$ cat src/rtl/assert_macros.svh
// assertion macros shared by the ring message queue rtl
// expects clk and rst_n in the scope of every use
`ifndef ASSERT_MACROS_SVH
`define ASSERT_MACROS_SVH

// same-cycle implication, checked outside reset
`define RMQ_ASSERT_IMP(name, pre, post) \
    name: assert property (@(posedge clk) disable iff (!rst_n) (pre) |-> (post)) \
        else $error("rmq assertion failed");

// next-cycle implication, checked outside reset
`define RMQ_ASSERT_NXT(name, pre, post) \
    name: assert property (@(posedge clk) disable iff (!rst_n) (pre) |=> (post)) \
        else $error("rmq assertion failed");

`endif

$ cat src/rtl/rmq_pkg.sv
// types, codes and sizes for the ring message queue
// no dependencies
package rmq_pkg;

    localparam int BUF_BYTES = 4096;
    localparam int HDR_BYTES = 4;

    // header bytes that carry id and length
    localparam int HDR_USED = (HDR_BYTES < 4) ? HDR_BYTES : 4;

    localparam int POS_W = $clog2(BUF_BYTES);
    localparam int CNT_W = $clog2(BUF_BYTES + 1);
    localparam int SUM_W = CNT_W + 1;
    localparam int MSG_W = $clog2(BUF_BYTES / HDR_BYTES + 1);
    localparam int K_W   = $clog2(HDR_BYTES + 1);

    typedef enum logic [2:0] {
        CMD_OPEN_WR  = 3'd0,
        CMD_WR_BYTE  = 3'd1,
        CMD_CLOSE_WR = 3'd2,
        CMD_OPEN_RD  = 3'd3,
        CMD_RD_BYTE  = 3'd4,
        CMD_CLOSE_RD = 3'd5
    } cmd_e;

    typedef enum logic [2:0] {
        ST_OK        = 3'd0,
        ST_NOSPACE   = 3'd1,
        ST_EMPTY     = 3'd2,
        ST_NOPAYLOAD = 3'd3,
        ST_ORDER     = 3'd4
    } status_e;

    typedef enum logic [2:0] {
        S_IDLE,
        S_EXEC,
        S_WHDR,
        S_WLEN,
        S_RHDR,
        S_RFIN,
        S_RBYTE
    } state_e;

    typedef struct packed {
        logic [2:0]  cmd;
        logic [15:0] message_id;
        logic [7:0]  data_in;
    } in_t;

    typedef struct packed {
        logic [2:0]  status;
        logic [7:0]  data_out;
        logic [15:0] id_out;
        logic [12:0] payload_left;
        logic [12:0] free_space;
    } out_t;

    typedef struct packed {
        logic             en;
        logic             we;
        logic [POS_W-1:0] addr;
        logic [7:0]       wdata;
    } mem_req_t;

    typedef struct packed {
        logic valid;
        out_t item;
    } res_t;

endpackage

$ cat src/rtl/rmq_ctrl.sv
// command sequencer and queue state of the ring message queue
// depends on rmq_pkg and assert_macros.svh
`include "assert_macros.svh"

module rmq_ctrl (
    input  logic              clk,
    input  logic              rst_n,
    input  logic              req_valid,
    output logic              req_ready,
    input  rmq_pkg::in_t      req_data,
    input  logic              out_free,
    output rmq_pkg::res_t     res,
    output rmq_pkg::mem_req_t mem_req,
    input  logic [7:0]        mem_rdata
);
    import rmq_pkg::*;

    localparam logic [SUM_W-1:0] BUF_SUM = SUM_W'(BUF_BYTES);
    localparam logic [SUM_W-1:0] HDR_SUM = SUM_W'(HDR_BYTES);
    localparam logic [CNT_W-1:0] BUF_CNT = CNT_W'(BUF_BYTES);
    localparam logic [CNT_W-1:0] HDR_CNT = CNT_W'(HDR_BYTES);
    localparam logic [MSG_W-1:0] MSG_MAX = MSG_W'(BUF_BYTES / HDR_BYTES);
    localparam logic [K_W-1:0]   K_HDR_LAST = K_W'(HDR_BYTES - 1);
    localparam logic [K_W-1:0]   K_USED_LAST = K_W'(HDR_USED - 1);
    localparam int               HDR_SHIFT = 8 * (4 - HDR_USED);

    function automatic logic [POS_W-1:0] wrap_add(logic [POS_W-1:0] p, logic [CNT_W-1:0] n);
        logic [SUM_W-1:0] s;
        s = SUM_W'(p) + SUM_W'(n);
        if (s >= BUF_SUM)
        begin
            s = s - BUF_SUM;
        end
        return POS_W'(s);
    endfunction

    state_e           state_reg, state_next;
    in_t              req_reg, req_next;
    logic [POS_W-1:0] wpos_reg, wpos_next;
    logic [POS_W-1:0] rpos_reg, rpos_next;
    logic [CNT_W-1:0] wfree_reg, wfree_next;
    logic [CNT_W-1:0] rrem_reg, rrem_next;
    logic [POS_W-1:0] hdr_at_reg, hdr_at_next;
    logic [CNT_W-1:0] olen_reg, olen_next;
    logic             wopen_reg, wopen_next;
    logic             ropen_reg, ropen_next;
    logic [MSG_W-1:0] msgs_reg, msgs_next;
    logic [K_W-1:0]   k_reg, k_next;
    logic [23:0]      hsh_reg, hsh_next;

    logic [SUM_W-1:0] wsum;
    logic             wcross;
    logic             rcross;
    logic [SUM_W-1:0] need;
    logic [POS_W-1:0] wh;
    status_e          ex_status;
    logic             ex_ok;
    logic [15:0]      olen16;
    logic [31:0]      hdr_word;

    // decision for the request held in req_reg
    always_comb
    begin
        wsum   = SUM_W'(wpos_reg) + HDR_SUM;
        wcross = wsum > BUF_SUM;
        need   = wcross ? (BUF_SUM - SUM_W'(wpos_reg) + HDR_SUM) : HDR_SUM;
        wh     = wcross ? '0 : wpos_reg;
        rcross = (SUM_W'(rpos_reg) + HDR_SUM) > BUF_SUM;
        ex_status = ST_OK;
        unique case (req_reg.cmd)
            CMD_OPEN_WR:
            begin
                if (wopen_reg)
                    ex_status = ST_ORDER;
                else if (SUM_W'(wfree_reg) < need)
                    ex_status = ST_NOSPACE;
            end
            CMD_WR_BYTE:
            begin
                if (!wopen_reg)
                    ex_status = ST_ORDER;
                else if (wfree_reg == '0)
                    ex_status = ST_NOSPACE;
            end
            CMD_CLOSE_WR:
            begin
                if (!wopen_reg)
                    ex_status = ST_ORDER;
            end
            CMD_OPEN_RD:
            begin
                if (ropen_reg)
                    ex_status = ST_ORDER;
                else if (msgs_reg == '0)
                    ex_status = ST_EMPTY;
            end
            CMD_RD_BYTE:
            begin
                if (!ropen_reg)
                    ex_status = ST_ORDER;
                else if (rrem_reg == '0)
                    ex_status = ST_NOPAYLOAD;
            end
            CMD_CLOSE_RD:
            begin
                if (!ropen_reg)
                    ex_status = ST_ORDER;
            end
            default:
            begin
                ex_status = ST_ORDER;
            end
        endcase
        ex_ok    = ex_status == ST_OK;
        olen16   = 16'(olen_reg);
        hdr_word = {mem_rdata, hsh_reg} >> HDR_SHIFT;
    end

    // next state
    always_comb
    begin
        state_next = state_reg;
        unique case (state_reg)
            S_IDLE:
            begin
                if (req_valid)
                    state_next = S_EXEC;
            end
            S_EXEC:
            begin
                if (out_free)
                begin
                    state_next = S_IDLE;
                    if (ex_ok)
                    begin
                        unique case (req_reg.cmd)
                            CMD_OPEN_WR:  state_next = S_WHDR;
                            CMD_CLOSE_WR: state_next = (HDR_BYTES > 2) ? S_WLEN : S_IDLE;
                            CMD_OPEN_RD:  state_next = S_RHDR;
                            CMD_RD_BYTE:  state_next = S_RBYTE;
                            default:      state_next = S_IDLE;
                        endcase
                    end
                end
            end
            S_WHDR:
            begin
                if (k_reg == K_HDR_LAST)
                    state_next = S_IDLE;
            end
            S_WLEN:
            begin
                if (k_reg == K_USED_LAST)
                    state_next = S_IDLE;
            end
            S_RHDR:
            begin
                if (k_reg == K_USED_LAST)
                    state_next = S_RFIN;
            end
            S_RFIN:  state_next = S_IDLE;
            S_RBYTE: state_next = S_IDLE;
            default: state_next = S_IDLE;
        endcase
    end

    // datapath, memory requests and result
    always_comb
    begin
        req_next    = req_reg;
        wpos_next   = wpos_reg;
        rpos_next   = rpos_reg;
        wfree_next  = wfree_reg;
        rrem_next   = rrem_reg;
        hdr_at_next = hdr_at_reg;
        olen_next   = olen_reg;
        wopen_next  = wopen_reg;
        ropen_next  = ropen_reg;
        msgs_next   = msgs_reg;
        k_next      = k_reg;
        hsh_next    = hsh_reg;
        mem_req     = '0;
        res.valid         = 1'b0;
        res.item.status   = ST_OK;
        res.item.data_out = '0;
        res.item.id_out   = '0;
        req_ready = state_reg == S_IDLE;

        unique case (state_reg)
            S_IDLE:
            begin
                if (req_valid)
                    req_next = req_data;
            end
            S_EXEC:
            begin
                if (out_free)
                begin
                    res.item.status = ex_status;
                    if (!ex_ok)
                    begin
                        res.valid = 1'b1;
                    end
                    else
                    begin
                        unique case (req_reg.cmd)
                            CMD_OPEN_WR:
                            begin
                                wfree_next  = CNT_W'(SUM_W'(wfree_reg) - need);
                                hdr_at_next = wh;
                                olen_next   = '0;
                                wpos_next   = wrap_add(wh, HDR_CNT);
                                wopen_next  = 1'b1;
                                k_next      = '0;
                            end
                            CMD_WR_BYTE:
                            begin
                                mem_req.en    = 1'b1;
                                mem_req.we    = 1'b1;
                                mem_req.addr  = wpos_reg;
                                mem_req.wdata = req_reg.data_in;
                                wpos_next  = wrap_add(wpos_reg, CNT_W'(1));
                                wfree_next = wfree_reg - CNT_W'(1);
                                olen_next  = olen_reg + CNT_W'(1);
                                res.valid  = 1'b1;
                            end
                            CMD_CLOSE_WR:
                            begin
                                if (HDR_BYTES > 2)
                                begin
                                    k_next = K_W'(2);
                                end
                                else
                                begin
                                    msgs_next  = msgs_reg + MSG_W'(1);
                                    wopen_next = 1'b0;
                                    res.valid  = 1'b1;
                                end
                            end
                            CMD_OPEN_RD:
                            begin
                                // header would cross the end: reader skips the tail too
                                if (rcross)
                                begin
                                    wfree_next = CNT_W'(SUM_W'(wfree_reg) + BUF_SUM
                                                        - SUM_W'(rpos_reg));
                                    rpos_next  = '0;
                                end
                                k_next = '0;
                            end
                            CMD_RD_BYTE:
                            begin
                                mem_req.en   = 1'b1;
                                mem_req.addr = rpos_reg;
                            end
                            CMD_CLOSE_RD:
                            begin
                                rpos_next  = wrap_add(rpos_reg, rrem_reg);
                                wfree_next = wfree_reg + rrem_reg;
                                rrem_next  = '0;
                                ropen_next = 1'b0;
                                res.valid  = 1'b1;
                            end
                            default:
                            begin
                                res.valid = 1'b1;
                            end
                        endcase
                    end
                end
            end
            S_WHDR:
            begin
                mem_req.en   = 1'b1;
                mem_req.we   = 1'b1;
                mem_req.addr = POS_W'(hdr_at_reg + POS_W'(k_reg));
                if (k_reg == K_W'(0))
                    mem_req.wdata = req_reg.message_id[7:0];
                else if (k_reg == K_W'(1))
                    mem_req.wdata = req_reg.message_id[15:8];
                else
                    mem_req.wdata = 8'h00;
                k_next = k_reg + K_W'(1);
                if (k_reg == K_HDR_LAST)
                    res.valid = 1'b1;
            end
            S_WLEN:
            begin
                mem_req.en    = 1'b1;
                mem_req.we    = 1'b1;
                mem_req.addr  = POS_W'(hdr_at_reg + POS_W'(k_reg));
                mem_req.wdata = (k_reg == K_W'(2)) ? olen16[7:0] : olen16[15:8];
                k_next = k_reg + K_W'(1);
                if (k_reg == K_USED_LAST)
                begin
                    msgs_next  = msgs_reg + MSG_W'(1);
                    wopen_next = 1'b0;
                    res.valid  = 1'b1;
                end
            end
            S_RHDR:
            begin
                mem_req.en   = 1'b1;
                mem_req.addr = POS_W'(rpos_reg + POS_W'(k_reg));
                if (k_reg != K_W'(0))
                    hsh_next = {mem_rdata, hsh_reg[23:8]};
                k_next = k_reg + K_W'(1);
            end
            S_RFIN:
            begin
                res.item.id_out = hdr_word[15:0];
                rrem_next  = CNT_W'(hdr_word[31:16]);
                rpos_next  = wrap_add(rpos_reg, HDR_CNT);
                wfree_next = wfree_reg + HDR_CNT;
                msgs_next  = msgs_reg - MSG_W'(1);
                ropen_next = 1'b1;
                res.valid  = 1'b1;
            end
            S_RBYTE:
            begin
                res.item.data_out = mem_rdata;
                rpos_next  = wrap_add(rpos_reg, CNT_W'(1));
                rrem_next  = rrem_reg - CNT_W'(1);
                wfree_next = wfree_reg + CNT_W'(1);
                res.valid  = 1'b1;
            end
            default:
            begin
                req_next = req_reg;
            end
        endcase

        res.item.payload_left = 13'(rrem_next);
        res.item.free_space   = 13'(wfree_next);
    end

    always_ff @(posedge clk or negedge rst_n)
    begin
        if (!rst_n)
        begin
            state_reg  <= S_IDLE;
            wpos_reg   <= '0;
            rpos_reg   <= '0;
            wfree_reg  <= BUF_CNT;
            rrem_reg   <= '0;
            hdr_at_reg <= '0;
            olen_reg   <= '0;
            wopen_reg  <= 1'b0;
            ropen_reg  <= 1'b0;
            msgs_reg   <= '0;
            k_reg      <= '0;
        end
        else
        begin
            state_reg  <= state_next;
            wpos_reg   <= wpos_next;
            rpos_reg   <= rpos_next;
            wfree_reg  <= wfree_next;
            rrem_reg   <= rrem_next;
            hdr_at_reg <= hdr_at_next;
            olen_reg   <= olen_next;
            wopen_reg  <= wopen_next;
            ropen_reg  <= ropen_next;
            msgs_reg   <= msgs_next;
            k_reg      <= k_next;
        end
    end

    always_ff @(posedge clk)
    begin
        req_reg <= req_next;
        hsh_reg <= hsh_next;
    end

    `RMQ_ASSERT_IMP(a_res_has_slot, res.valid, out_free)
    `RMQ_ASSERT_IMP(a_free_bound, 1'b1, wfree_reg <= BUF_CNT)
    `RMQ_ASSERT_IMP(a_msgs_bound, 1'b1, msgs_reg <= MSG_MAX)
    `RMQ_ASSERT_NXT(a_byte_read_lands, (state_reg == S_EXEC) && mem_req.en && !mem_req.we, state_reg == S_RBYTE)

endmodule

$ cat config.mk
export PLATFORM = sky130hd
export DESIGN_NAME = rmq_ctrl
export DESIGN_NICKNAME = d
export VERILOG_FILES = /design/src/rtl/rmq_pkg.sv /design/src/rtl/rmq_ctrl.sv
export VERILOG_INCLUDE_DIRS = /design/src /design/src/rtl
export SDC_FILE = /design/constraint.sdc
export NUM_CORES = 1
export LEC_CHECK = 0
export ABC_AREA = 1
export BUFFER_PORTS_ARGS = -buffer_cell sky130_fd_sc_hd__buf_2
export CAP_MARGIN = 20
export CORE_MARGIN = 4
export CORE_UTILIZATION = 55
export CTS_CLUSTER_SIZE = 16
export DETAILED_ROUTE_END_ITERATION = 8
export PLACE_DENSITY = 0.8
export SYNTH_ARGS = -nofsm -noshare
export SYNTH_HDL_FRONTEND = slang
export SYNTH_SLANG_ARGS = --single-unit
$ cat constraint.sdc
create_clock -name clk -period 3.9 [get_ports clk]
set_input_delay 0.39 -clock clk [delete_from_list [all_inputs] [get_ports clk]]
set_output_delay 0.39 -clock clk [all_outputs]
set_load 0.05 [all_outputs]
==> impl_metrics.tcl, run 1 <==
set metrics [dict create \
    outcome "finished, violations left" \
    violations "negative setup slack" \
    routed-wl-met2_mm 20.1 \
    final_cell_mix "sky130_fd_sc_hd__nand2_1 (417), sky130_fd_sc_hd__inv_1 (218), sky130_fd_sc_hd__nor2_1 (155)" \
    rrSetupSlack_ns 0.33 \
    worst-r2r-cell-count 24 \
    first_pass_grt_wire_length_mm 67.9 \
    clk_transition_reported_paths_ns 0.07 \
    fin_worst_skew_ns 0.0143 \
    num_io_pins 116 \
    final_routed_drc_violation_total 0 \
    clock_sink_total 145 \
    yosys.area_share.simple_pct 30.8 \
    p_sw_mw 7.55 \
    floorplan.initialDensity_pct 56.6 \
    cts_made_buffers 17 \
    hold_path_class "primary input to flip-flop" \
    timing_worst_slew_pin_value_ns 0.638 \
    final_cell_count_no_fill 2281 \
    gpl.final_weighted_congestion 1.03 \
    synth-compound-area-share_pct 15.3 \
    synth_cell_type_count 59 \
    insertion_delay_ns 0.44 \
    capture_point_of_the_worst_reg_to_reg_path "olen_reg[2]" \
    proportion_of_power_drawn_by_combinational_gates_pct 68.0 \
    rows 54 \
    grt-ovfl-total 0 \
    intPower_mw 6.40 \
    synth_top_family_by_area "simple AND/OR/NAND/NOR gates" \
    cellLeakagePower_nw 7.41 \
    worstPathCellList "buf_6, buf_8, ha_1, a21oi_2, xor2_1, inv_1, nand2_4, nand4_1, o21ai_0, inv_1, ha_4, nand2_2, nor3_4, nand3_1, nand3_2, nand2_2, buf_4, nand3_1, nand2_1, inv_1, nand2_1, nand3_1, nand3_2, buf_6" \
    synth_enable_flop_cells 51 \
    crit_slowest_cell "sky130_fd_sc_hd__dfrtp_1" \
    maximum_net_fanout_on_the_critical_path 10 \
    multi_input_comb_area_sq_um 7920 \
    hold_ws_ns 0.116 \
    syn-mean-instance-area_sq_um 7.06 \
    timing.critical_path.required_ns 3.51 \
    place_area_sq_um 13800 \
    seq_area_sq_um 3890 \
    synth_seq_cells 145 \
    placed_cells 2205 \
    pin_count_of_the_biggest_net_entering_global_routing 75 \
    synth-seq-area-share_pct 31.2 \
    worstPathArrival_ns 3.89 \
    initial_drc_count 1750 \
    drt-wirelength-per-cell_microns 19.3 \
    ctsRootBufferMaster "sky130_fd_sc_hd__clkbuf_16" \
    fin_crit_sh_pct 110 \
    layout-drive-gt1-share_pct 22.1 \
    asyncSetResetFlopFracSynth_pct 64.8 \
    layout_setup_ws_ns -0.376 \
    finalMaxSlewViolations 0 \
    core_sq_um 22000 \
    fmax_mhz 234 \
    io_buffer_count 115 \
    detailroute.via_count 13800 \
    via_count_of_the_first_global_routing_pass 13100 \
    yosys.area.top_type "sky130_fd_sc_hd__dfrtp_1" \
    synthDominantCellAreaShare_pct 18.7 \
    crit_path_end_kind "output pin" \
    cts_htree_levels 4 \
    sequentialPowerShare_pct 20.0 \
    layout_commonest_cell "sky130_fd_sc_hd__nand2_1" \
    ys_top_cells_by_area "sky130_fd_sc_hd__dfrtp_1 (19%), sky130_fd_sc_hd__nand2_1 (13%), sky130_fd_sc_hd__edfxtp_1 (12%)" \
    wirelength_met1_mm 17.7 \
    critical_path_class "flip-flop to output pin" \
    dpl.hpwl_mm 31.1 \
    power.density_nw_per_um2 896 \
    timing.critical_path.from_type "flip-flop" \
    switching_share_of_total_power_pct 54.1 \
    yosys.area_share.adder_pct 10.0 \
    finalInstanceArea_sq_um 15600 \
    global_routing_usage_summed_across_all_routing_layers_pct 34.2 \
    slew_headroom_pct 57.3 \
    power_frac_clock_pct 12.0 \
    post-route-min-period_ns 4.28 \
    die_w_microns 159 \
    worstSetupPathDepth 24 \
    finalNetCount 2124 \
    antenna_cells_inserted 0 \
    crit_start "wpos_reg[2]" \
    tritoncts "yes" \
    detail-route-antenna-nets 0 \
    design.die.area_sq_um 25100 \
    antenna_found_initial 0 \
    synth_cells 1766 \
    cts_buffer_depth 2 \
    largest_reg_flops 27 \
    drt_wl_total_mm 44.0 \
    r2r-start "wpos_reg[1]" \
    design_power_total_mw 14.0 \
    synth_cell_area_sq_um 12500 \
    cp.buffers_inverters 7 \
    rsz_0062_raised_after_global_routing "yes" \
    cp_top_family "simple AND/OR/NAND/NOR gates" \
    setup_viol 48 \
    die-height_microns 159 \
    viasPerCell 6.04 \
    ys_dominant_reg_cell "sky130_fd_sc_hd__dfrtp_1" \
    post_synth_mux_area_share_pct 0 \
    irDropWorstVdd_uv 463 \
    max_stage_delay_ns 0.43 \
    final_number_of_hold_violating_endpoints 0 \
    synth-xor-area-share_pct 3.16 \
    drt_pre_antenna_iters 6 \
    yosys_warnings 0 \
    dr.max_layer_used "met4" \
    filler_cell_count 1724 \
    max_cap_viols 0 \
    synthToLayoutAreaGrowth_pct 24.9 \
    met3_wirelength_mm 4.49 \
    worst_setup_path_endpoint "res[10]" \
]
[metal layers]
metal  vias up  global-route usage, %
met5         -                      0
met3       147                   5.98
met4         0                   12.7
li1       6341                      -
met1      6456                   46.6
met2       826                   54.7
[cell usage after synthesis, types with 7 or more instances]
master / number
sky130_fd_sc_hd__a21oi_1: 87
sky130_fd_sc_hd__a22oi_1: 8
sky130_fd_sc_hd__a31oi_1: 13
sky130_fd_sc_hd__buf_2: 9
sky130_fd_sc_hd__clkbuf_1: 19
sky130_fd_sc_hd__dfrtp_1: 93
sky130_fd_sc_hd__edfxtp_1: 51
sky130_fd_sc_hd__ha_1: 92
sky130_fd_sc_hd__inv_1: 225
sky130_fd_sc_hd__inv_2: 12
sky130_fd_sc_hd__nand2_1: 430
sky130_fd_sc_hd__nand2_2: 18
sky130_fd_sc_hd__nand3_1: 145
sky130_fd_sc_hd__nand4_1: 28
sky130_fd_sc_hd__nor2_1: 168
sky130_fd_sc_hd__nor2_2: 12
sky130_fd_sc_hd__nor3_1: 38
sky130_fd_sc_hd__o211ai_1: 10
sky130_fd_sc_hd__o21ai_0: 113
sky130_fd_sc_hd__o21ai_1: 16
sky130_fd_sc_hd__o21ai_2: 18
sky130_fd_sc_hd__o221ai_1: 8
sky130_fd_sc_hd__o22ai_1: 11
sky130_fd_sc_hd__xnor2_1: 7
sky130_fd_sc_hd__xor2_1: 38
[logic make-up (layout without fill, tap and decap cells)]
group / count (synthesis) / after routing
XOR/XNOR: 45 / 45
buffers and inverters: 285 / 513
adder cells (fa/ha/maj): 97 / 97
flip-flops: 145 / 145
AND/OR/NAND/NOR: 872 / 872
AO/OA/AOI/OAI: 321 / 321
other: 1 / 8
[stage by stage]
step | TNS (ns) | setup WS [ns] | utilization (%)
3_3_place_gp | 0 | 0.0174 | 62.6
5_1_grt | -14.24 | -0.602 | 70.7
4_1_cts | -3.02 | -0.223 | 68.8
3_5_place_dp | -0.0643 | -0.0518 | 62.6
2_1_floorplan | -0.0151 | -0.0151 | -
6_report | -7.75 | -0.376 | 70.7
[area by class of cell]
class,instances,area share (%)
multi-input combinational,1343,50.9
clock buffer,22,3.05
sequential,145,25.0
clock inverter,10,0.635
inverter,244,5.98
tap,280,2.25
timing repair buffer,237,12.2
[worst min path at each step]
stage / to / slack [ns] / cells past startpoint / startpoint
after floorplan: hdr_at_reg[0] / 0.09 / 0 / rst_n
after global placement: hsh_reg[4] / 0.43 / 0 / hsh_reg[12]
after detailed placement: hsh_reg[7] / 0.44 / 0 / hsh_reg[15]
after CTS: req_reg[5] / 0.11 / 1 / req_data[5]
after global routing: req_reg[2] / 0.11 / 1 / req_data[2]
final: req_reg[5] / 0.12 / 1 / req_data[5]
[power groups by stage]
stage | clock network [mW] | registers, mW | logic (mW)
final | 1.67 | 2.79 | 9.49
after global routing | 1.74 | 2.82 | 10.3
after CTS | 1.67 | 2.73 | 8.86
after detailed placement | 0 | 2.73 | 8.01
after global placement | 0 | 2.72 | 7.89
after floorplan | 0 | 2.51 | 5.93
[repair_timing]
| action | CTS | global route |
|---|---|---|
| hold buffers | 0 | 1 |
| gates cloned | 1 | 0 |
| setup buffers | 21 | 19 |
| hold endpoints to repair | 0 | 24 |
| endpoints found under the setup margin | 45 | 49 |
| resized for setup | 174 | 55 |
| pin swaps | 40 | 32 |
Power figures use the tool's default switching activity.
==> run 2: changes to the inputs <==
--- a/config.mk
+++ b/config.mk
@@ -10,10 +10,10 @@
 export BUFFER_PORTS_ARGS = -buffer_cell sky130_fd_sc_hd__buf_2
 export CAP_MARGIN = 20
 export CORE_MARGIN = 4
-export CORE_UTILIZATION = 55
+export CORE_UTILIZATION = 60
 export CTS_CLUSTER_SIZE = 16
 export DETAILED_ROUTE_END_ITERATION = 8
-export PLACE_DENSITY = 0.8
+export PLACE_DENSITY = 0.82
 export SYNTH_ARGS = -nofsm -noshare
 export SYNTH_HDL_FRONTEND = slang
 export SYNTH_SLANG_ARGS = --single-unit
==> constraint.sdc (replaced) <==
create_clock -name clk -period 4.59 [get_ports clk]
set_input_delay 0.459 -clock clk [delete_from_list [all_inputs] [get_ports clk]]
set_output_delay 0.459 -clock clk [all_outputs]
set_load 0.05 [all_outputs]
==> run 2 against run 1 <==
  * The run now ends clean
  * Highest routed layer is now met5
  * Routed wire length fell by 6.9%
  * Global-route usage fell by 0.57 points
  * Hold slack improved by 0.037 ns
  * Worst setup slack improved by 0.48 ns
  * Die area fell by 7.9%
  * Via count fell by 4.0%
  * Sequential cell count did not move
  * Combinational power fell by 25%
  * Non-clock buffer count fell by 67
  * Sequential power fell by 14%
  * Largest power group unchanged
  * Critical path depth fell by 3
  * Clock power fell by 14%
==> impl_metrics.tcl, run 2 (synthesized netlist as in run 1, its figures left out) <==
set metrics [dict create \
    outcome "finished, final reports clean" \
    insertion_delay_ns 0.44 \
    grt-ovfl-total 0 \
    antenna_cells_inserted 0 \
    layout_setup_ws_ns 0.108 \
    fmax_mhz 223 \
    detail-route-antenna-nets 0 \
    clock_sink_total 145 \
    detailroute.via_count 13200 \
    drt_wl_total_mm 41.0 \
    finalNetCount 2057 \
    die_w_microns 152 \
    io_buffer_count 115 \
    final_routed_drc_violation_total 0 \
    fin_crit_sh_pct 97.6 \
    slew_headroom_pct 29.7 \
    global_routing_usage_summed_across_all_routing_layers_pct 33.6 \
    worst-r2r-cell-count 20 \
    largest_reg_flops 27 \
    fin_worst_skew_ns 0.0203 \
    filler_cell_count 1697 \
    drt_pre_antenna_iters 6 \
    max_cap_viols 0 \
    met1_layer_usage_reported_by_global_route_pct 46.4 \
    grt.met2_usage_pct 52.5 \
    irDropWorstVdd_uv 421 \
    capture_point_of_the_worst_reg_to_reg_path "hdr_at_reg[11]" \
    ctsRootBufferMaster "sky130_fd_sc_hd__clkbuf_16" \
    rrSetupSlack_ns 1.06 \
    floorplan.initialDensity_pct 61.2 \
    cts_htree_levels 4 \
    first_pass_grt_wire_length_mm 63.5 \
    seq_area_sq_um 3890 \
    antenna_found_initial 2 \
    cellLeakagePower_nw 6.95 \
    r2r-start "wpos_reg[2]" \
    dpl.hpwl_mm 30.6 \
    tritoncts "yes" \
    drt-wirelength-per-cell_microns 18.6 \
    core_sq_um 20400 \
    cts_buffer_depth 2 \
    synthToLayoutAreaGrowth_pct 15.6 \
    critical_path_class "flip-flop to output pin" \
    hold_path_class "primary input to asynchronous set/reset pin" \
    finalMaxSlewViolations 0 \
    timing_worst_slew_pin_value_ns 1.05 \
    final_cell_mix "sky130_fd_sc_hd__nand2_1 (423), sky130_fd_sc_hd__inv_1 (224), sky130_fd_sc_hd__nor2_1 (159)" \
    crit_path_end_kind "output pin" \
    timing.critical_path.from_type "flip-flop" \
    worstPathArrival_ns 4.02 \
    multi_input_comb_area_sq_um 7640 \
    initial_drc_count 1468 \
    dp_slack_ns 0.305 \
    setup_viol 0 \
    pin_count_of_the_biggest_net_entering_global_routing 72 \
    via_count_of_the_first_global_routing_pass 12100 \
    viasPerCell 6.00 \
    rsz_0062_raised_after_global_routing "yes" \
    post-route-min-period_ns 4.48 \
    design.die.area_sq_um 23100 \
    gr_util_met3_pct 6.84 \
    rows 52 \
    layout_commonest_cell "sky130_fd_sc_hd__nand2_1" \
    timing.critical_path.required_ns 4.13 \
    die-height_microns 152 \
    num_io_pins 116 \
    layout-drive-gt1-share_pct 17.0 \
    final_number_of_hold_violating_endpoints 0 \
    design_power_total_mw 10.9 \
    maximum_net_fanout_on_the_critical_path 7 \
    cts_made_buffers 17 \
    clk_transition_reported_paths_ns 0.07 \
    power.density_nw_per_um2 756 \
    gpl.final_weighted_congestion 0.990 \
    top_usage_layer "met2" \
]
## run 2: critical path, cell delays in order (launching register included)
cell,delay (ns)
sky130_fd_sc_hd__dfrtp_1,0.40
sky130_fd_sc_hd__buf_6,0.15
sky130_fd_sc_hd__buf_4,0.14
sky130_fd_sc_hd__nand2_1,0.11
sky130_fd_sc_hd__nand2_1,0.08
sky130_fd_sc_hd__nand2_1,0.07
sky130_fd_sc_hd__nand2_1,0.17
sky130_fd_sc_hd__nand3b_1,0.34
sky130_fd_sc_hd__ha_1,0.37
sky130_fd_sc_hd__a21oi_1,0.06
sky130_fd_sc_hd__nor2_1,0.09
sky130_fd_sc_hd__a211oi_1,0.05
sky130_fd_sc_hd__nand2_1,0.09
sky130_fd_sc_hd__nand2_1,0.06
sky130_fd_sc_hd__nand2_2,0.16
sky130_fd_sc_hd__nand3_4,0.20
sky130_fd_sc_hd__nor2_8,0.20
sky130_fd_sc_hd__inv_1,0.07
sky130_fd_sc_hd__nor2_2,0.25
sky130_fd_sc_hd__nand2_1,0.11
sky130_fd_sc_hd__nand3_1,0.13
sky130_fd_sc_hd__buf_2,0.28
## run 2: worst max-delay path by stage
stage	from	end	slack, ns
5_1_grt	wpos_reg[0]	res[8]	-0.25
2_1_floorplan	wpos_reg[0]	res[8]	0.47
6_report	wpos_reg[2]	mem_req[12]	0.11
3_3_place_gp	wpos_reg[1]	res[12]	0.42
3_5_place_dp	wpos_reg[1]	res[12]	0.30
4_1_cts	wpos_reg[0]	res[11]	0.006
## run 2: cell type report
class	count	area share, %
multi-input cells	1343	53.0
flip-flops and latches	145	27.0
repair buffers	170	7.10
inverters	244	6.46
clock buffers	20	3.25
well taps	270	2.34
clock inverters	12	0.825
## run 2: layer usage
| metal | share of wire [%] | wire [microns] | vias up |
|---|---|---|---|
| met5 | 0.059 | 24 | - |
| met4 | 4.0 | 1640 | 4 |
| met3 | 10 | 4200 | 125 |
| met2 | 44 | 18200 | 789 |
| met1 | 41 | 16900 | 6090 |
| li1 | - | - | 6213 |
## run 2: power by group
part,switching [mW],internal [mW],leakage [nW]
combinational,4.89,2.19,4.97
clock,0.623,0.806,0.293
sequential,0.611,1.77,1.68
## run 2: metrics by stage
stage	hold WS [ns]	instance area, sq um	instances	util, %	setup TNS (ns)
6_report	0.154	14400	2204	70.7	0
5_1_grt	0.190	14400	2204	70.7	-0.881
4_1_cts	0.190	14000	2180	68.7	0
3_5_place_dp	0.433	13400	2143	65.6	0
3_3_place_gp	0.432	13400	2143	65.6	0
2_1_floorplan	0.163	12500	1773	-	0
## run 2: repair_timing
action                                 in CTS  in global routing
resized for setup                           5                 64
gates cloned                                0                  0
setup endpoints to repair                   6                 16
endpoints found under the hold margin       0                  0
pin swaps                                   1                 21
setup buffers                               5                 24
hold buffers                                0                  0
